`src/sv/cfd_pkg.sv`:
```
`timescale 1ns / 1ps
`default_nettype none

package cfd_pkg;

    // Depth of the tap store and of the delay line.
    localparam int MAX_TAPS = 128;
    localparam int TAP_AW   = $clog2(MAX_TAPS);
    localparam int CNT_W    = $clog2(MAX_TAPS + 1);

    localparam int SMP_W    = 16;
    localparam int IDX_W    = 7;
    localparam int DEC_W    = 5;
    localparam int TAPS_W   = 8;
    localparam int PROD_W   = 2 * SMP_W;
    localparam int ACC_W    = PROD_W + TAP_AW + 1;

    localparam int APB_AW   = 3;
    localparam int APB_DW   = 32;
    localparam int IN_DW    = 56;
    localparam int OUT_DW   = 32;

    typedef enum logic {
        OP_LOAD = 1'b0,
        OP_PUSH = 1'b1
    } t_op;

    typedef enum logic {
        REG_DECIM = 1'b0,
        REG_TAPS  = 1'b1
    } t_reg;

    typedef struct packed {
        logic wr_tap;
        logic wr_smp;
        logic start;
        logic issue;
        logic load_out;
    } t_cmd;

    typedef struct packed {
        logic last;
        logic drained;
    } t_status;

    // A zero tap count acts as one; counts above the store depth are clamped.
    function automatic logic [CNT_W-1:0] eff_taps(input logic [TAPS_W-1:0] t);
        logic [TAPS_W-1:0] v;
        v = (t == '0) ? TAPS_W'(1) : t;
        if (int'(v) > MAX_TAPS) begin
            return CNT_W'(MAX_TAPS);
        end
        return CNT_W'(v);
    endfunction

    // A zero decimation factor acts as one.
    function automatic logic [DEC_W-1:0] eff_dec(input logic [DEC_W-1:0] d);
        return (d == '0) ? DEC_W'(1) : d;
    endfunction

endpackage

`default_nettype wire

```
`src/sv/cfd_ctrl.sv`:
```
`timescale 1ns / 1ps
`default_nettype none

module cfd_ctrl
    import cfd_pkg::*;
(
    input  wire logic             i_clk,
    input  wire logic             i_rst_n,
    input  wire logic             i_in_valid,
    input  wire t_op              i_op,
    input  wire logic [DEC_W-1:0] i_dec,
    input  wire logic             i_out_free,
    input  wire t_status          i_status,
    output logic                  o_in_ready,
    output t_cmd                  o_cmd
);

    typedef enum logic [2:0] {
        S_IDLE  = 3'b001,
        S_MAC   = 3'b010,
        S_FLUSH = 3'b100
    } t_state;

    t_state           r_state, n_state;
    logic [DEC_W-1:0] r_phase, n_phase;
    logic             accept;
    logic             fire;

    assign o_in_ready = (r_state == S_IDLE);
    assign accept     = i_in_valid && o_in_ready;
    assign fire       = (r_phase <= DEC_W'(1));

    always_comb begin
        o_cmd          = '0;
        o_cmd.wr_tap   = accept && (i_op == OP_LOAD);
        o_cmd.wr_smp   = accept && (i_op == OP_PUSH);
        o_cmd.start    = o_cmd.wr_smp && fire;
        o_cmd.issue    = (r_state == S_MAC);
        o_cmd.load_out = (r_state == S_FLUSH) && i_status.drained && i_out_free;
    end

    always_comb begin
        n_state = r_state;
        n_phase = r_phase;
        if (o_cmd.wr_smp) begin
            n_phase = fire ? eff_dec(i_dec) : (r_phase - DEC_W'(1));
        end
        unique case (r_state)
            S_IDLE: begin
                if (o_cmd.start) begin
                    n_state = S_MAC;
                end
            end
            S_MAC: begin
                if (i_status.last) begin
                    n_state = S_FLUSH;
                end
            end
            S_FLUSH: begin
                if (o_cmd.load_out) begin
                    n_state = S_IDLE;
                end
            end
            default: n_state = S_IDLE;
        endcase
    end

    always_ff @(posedge i_clk) begin
        if (!i_rst_n) begin
            r_state <= S_IDLE;
            r_phase <= DEC_W'(1);
        end else begin
            r_state <= n_state;
            r_phase <= n_phase;
        end
    end

endmodule

`default_nettype wire

```
`config.mk`:
```
export PLATFORM = sky130hd
export DESIGN_NAME = cfd_ctrl
export DESIGN_NICKNAME = d
export VERILOG_FILES = /design/src/sv/cfd_pkg.sv /design/src/sv/cfd_ctrl.sv
export SDC_FILE = /design/constraint.sdc
export NUM_CORES = 1
export LEC_CHECK = 0
export BUFFER_PORTS_ARGS = -buffer_cell sky130_fd_sc_hd__buf_2
export CAP_MARGIN = 25
export CORE_AREA = 2 2 39 41
export DETAILED_ROUTE_END_ITERATION = 10
export DIE_AREA = 0 0 41 43
export PLACE_DENSITY = 0.67
export SLEW_MARGIN = 25
export SYNTH_ARGS = -nofsm -noshare
export SYNTH_HDL_FRONTEND = slang
export SYNTH_SLANG_ARGS = --single-unit
```
`constraint.sdc`:
```
create_clock -name i_clk -period 1.6 [get_ports i_clk]
set_clock_uncertainty 0.15 [all_clocks]
set_input_delay 0.08 -clock i_clk [delete_from_list [all_inputs] [get_ports i_clk]]
set_output_delay 0.08 -clock i_clk [all_outputs]
set_load 0.01 [all_outputs]
```
==> flow_summary.ini <==
[run_status]
status = complete, no violations

[power_and_ir_drop]
static-leakage-power_nw = 0.3353
power_density_nw_per_um2 = 900.1
p_switching_mw = 0.2105
clockPowerShare_pct = 23.5
worst_ir_drop_vdd_mv = 0.4447
combinationalPowerShare_pct = 39.5
seq_power_share_pct = 37.0
p_int_mw = 0.4337
sw_frac_of_total_pct = 32.68

[routing]
via_per_inst = 5.170
dr.first_iter.drc_count = 4
routedWlPerCell_um = 11.55
vias = 548
ant_nets = 0
wirelength_um = 1224
drcViolationCount = 0
drtPass1Iterations = 3

[clocking]
clk_path_buf_depth = 2
numCtsBuffers = 3
cts_num_sinks = 8
clk_pin_slew_ps = 60
clock-root-buffer = clkbuf_4
post_cts_buffers = 0
cts_htree_levels = 1
clk_latency_ps = 250
cts_tree = built

[timing]
max_freq_mhz = 655.9
tightest_slew_ps = 278.5
min_period_ps = 1525
fin_crit_sh_pct = 95.28
slew_viol_final = 0
hold_viol = 0
setup_viol = 0
tns_ps = 0
rsz0062_at_grt = false
max_slew_margin_pct = 81.26

[placement]
dpl.hpwl_um = 979
place_congestion = 0.6939
place.port_buffers = 17
placed_cell_area_um2 = 648.1

[synth]
ys_warn_count = 0
synth_cell_type_count = 32
synth_top_area_share_pct = 30.48
synth_commonest_cells = dfxtp_1, inv_1, nand2_1, nor2_1, a21oi_1
yosys.cell_count.top_type = dfxtp_1
synth.area.mux_share_pct = 3.810
synth_seq_area_share_pct = 30.48
synth_top_family_by_area = simple AND/OR/NAND/NOR gates
synth_nets = 79
syn_avg_cell_area_um2 = 8.085
synth_compound_area_share_pct = 21.43
synth_edf_count = 0
synth-main-ff-cell = dfxtp_1
synth_xor_area_share_pct = 0
ys_ff_latch = 8
async_flop_share_pct = 0
synth-simple-area-share_pct = 29.29
synthAdderAreaFrac_pct = 4.762
synth_area_um2 = 525.5
synth_area_leaders = dfxtp_1, a21oi_1, ha_1, inv_1, nand2_1
synthCells = 65
yosys.area.top_type = dfxtp_1

[finish]
layout-drive-gt1-share_pct = 40.00
num-fill-cells = 133
area_growth_pct = 36.19
final_area_um2 = 715.7
antenna_cells = 0
final_nets = 106

[grt]
grt.total_usage_pct = 16.10
overflow = 0
antenna_found_initial = 0
grt_max_degree = 10
grt_pass1_vias = 507
grt_pass1_wl_um = 1973

[min_path]
worstHoldStart = i_dec[0]
hold-path-endpoint = r_phase[0]
whs_path_depth = 3
hold_path.class = in -> reg

[floorplanning]
start_util_pct = 37.97
rows = 14
die_area_um2 = 1763
die_h_um = 43
core_area_um2 = 1384
io_pins = 18
die_w_um = 41

[setup_path]
path_class = reg -> reg
r2r_slack_ps = 80
worst_setup_path_start_kind = register
end_kind = register
r2r-start = r_phase[2]
worst_r2r_path_depth = 5
cp_data_required_time_ps = 1580
timing.rr.end = r_phase[3]
cp.arrival_ps = 1510
critPathMaxFanout = 8

[job]
max_cap_violations = 0
-- area by class of cell --
| cell class | count | area, µm² | area share [%] |
|---|---|---|---|
| clock buffers | 3 | 22.52 | 3.147 |
| inverters | 7 | 26.28 | 3.671 |
| multi-input cells | 46 | 320.3 | 44.76 |
| flip-flops and latches | 8 | 162.7 | 22.73 |
| well taps | 16 | 20.02 | 2.797 |
| repair buffers | 26 | 163.9 | 22.90 |
-- logic make-up after synthesis --
kind of cell	count (synthesis)
and+or+nand+nor	26
AOI/OAI and AO/OA	16
buffers and inverters	11
DFF	8
muxes	2
adders and majority gates	2
-- flip-flops by register name, indices dropped and copies added (netlist names) --
signal,count
r_state,3
r_phase,5
-- timing repair --
item / CTS / global route
endpoints found under the setup margin: 0 / 4
resized for setup: 0 / 6
hold endpoints to repair: 4 / 0
hold buffers: 3 / 0
-- power groups by stage --
stage                     logic [mW]  clock network, mW  registers (mW)
after global placement         0.231                  0           0.241
after CTS                      0.244              0.157           0.237
after detailed placement       0.239                  0           0.241
final                          0.254              0.151           0.239
after floorplan                0.167                  0           0.238
after global routing           0.282              0.165           0.241
-- worst max-delay path by stage --
stage                          start    endpoint  slack (ps)  depth (start not counted)
after floorplan           r_phase[1]  r_phase[3]         180                          6
after global placement    r_phase[0]  r_phase[4]         100                          5
after detailed placement  r_phase[2]  r_phase[3]          80                          5
after CTS                 r_state[2]    o_cmd[2]          20                          5
after global routing      r_state[2]    o_cmd[2]           6                          5
final                     r_phase[2]  r_phase[3]          80                          5
-- layout by cell type, fill, tap and decap left out, drive strengths merged, types with 2 or more instances in the layout --
cell / netlist / layout
a21oi: 5 / 5
buf: 2 / 23
nor4: 3 / 3
dlygate4sd3: 0 / 3
nand2: 6 / 6
o21ai: 3 / 3
ha: 2 / 2
o22a: 2 / 2
dfxtp: 8 / 8
mux2i: 2 / 2
nor2: 6 / 6
o221a: 2 / 2
clkbuf: 2 / 3
inv: 7 / 7
-- metal layers --
layer / vias to the layer above / routed length, µm / global-route usage, %
li1: 284 / - / -
met1: 246 / 545 / 19.74
met2: 16 / 599 / 26.25
met3: 2 / 69 / 3.141
met4: 0 / 9 / 6.000
met5: - / 0 / 0
-- through the flow --
stage | setup WS (ps) | power, mW | instances | hold slack (ps) | util, %
after floorplan | 177.2 | 0.4051 | 65 | 60.40 | -
after global placement | 104.1 | 0.4716 | 100 | 194.9 | 46.84
after detailed placement | 82.71 | 0.4797 | 100 | 195.6 | 46.84
after CTS | 15.41 | 0.6386 | 106 | 5.151 | 50.63
after global routing | 5.901 | 0.6887 | 106 | 42.03 | 51.72
final | 75.49 | 0.6442 | 106 | 4.928 | 51.72
-- critical path: stages, from the launching register on --
cell,delay [ps]
dfxtp_1,340
nor3_2,220
o21ai_2,80
buf_4,170
o22a_1,210
o221a_1,240
Note: power is estimated with default switching activity, not from simulation.
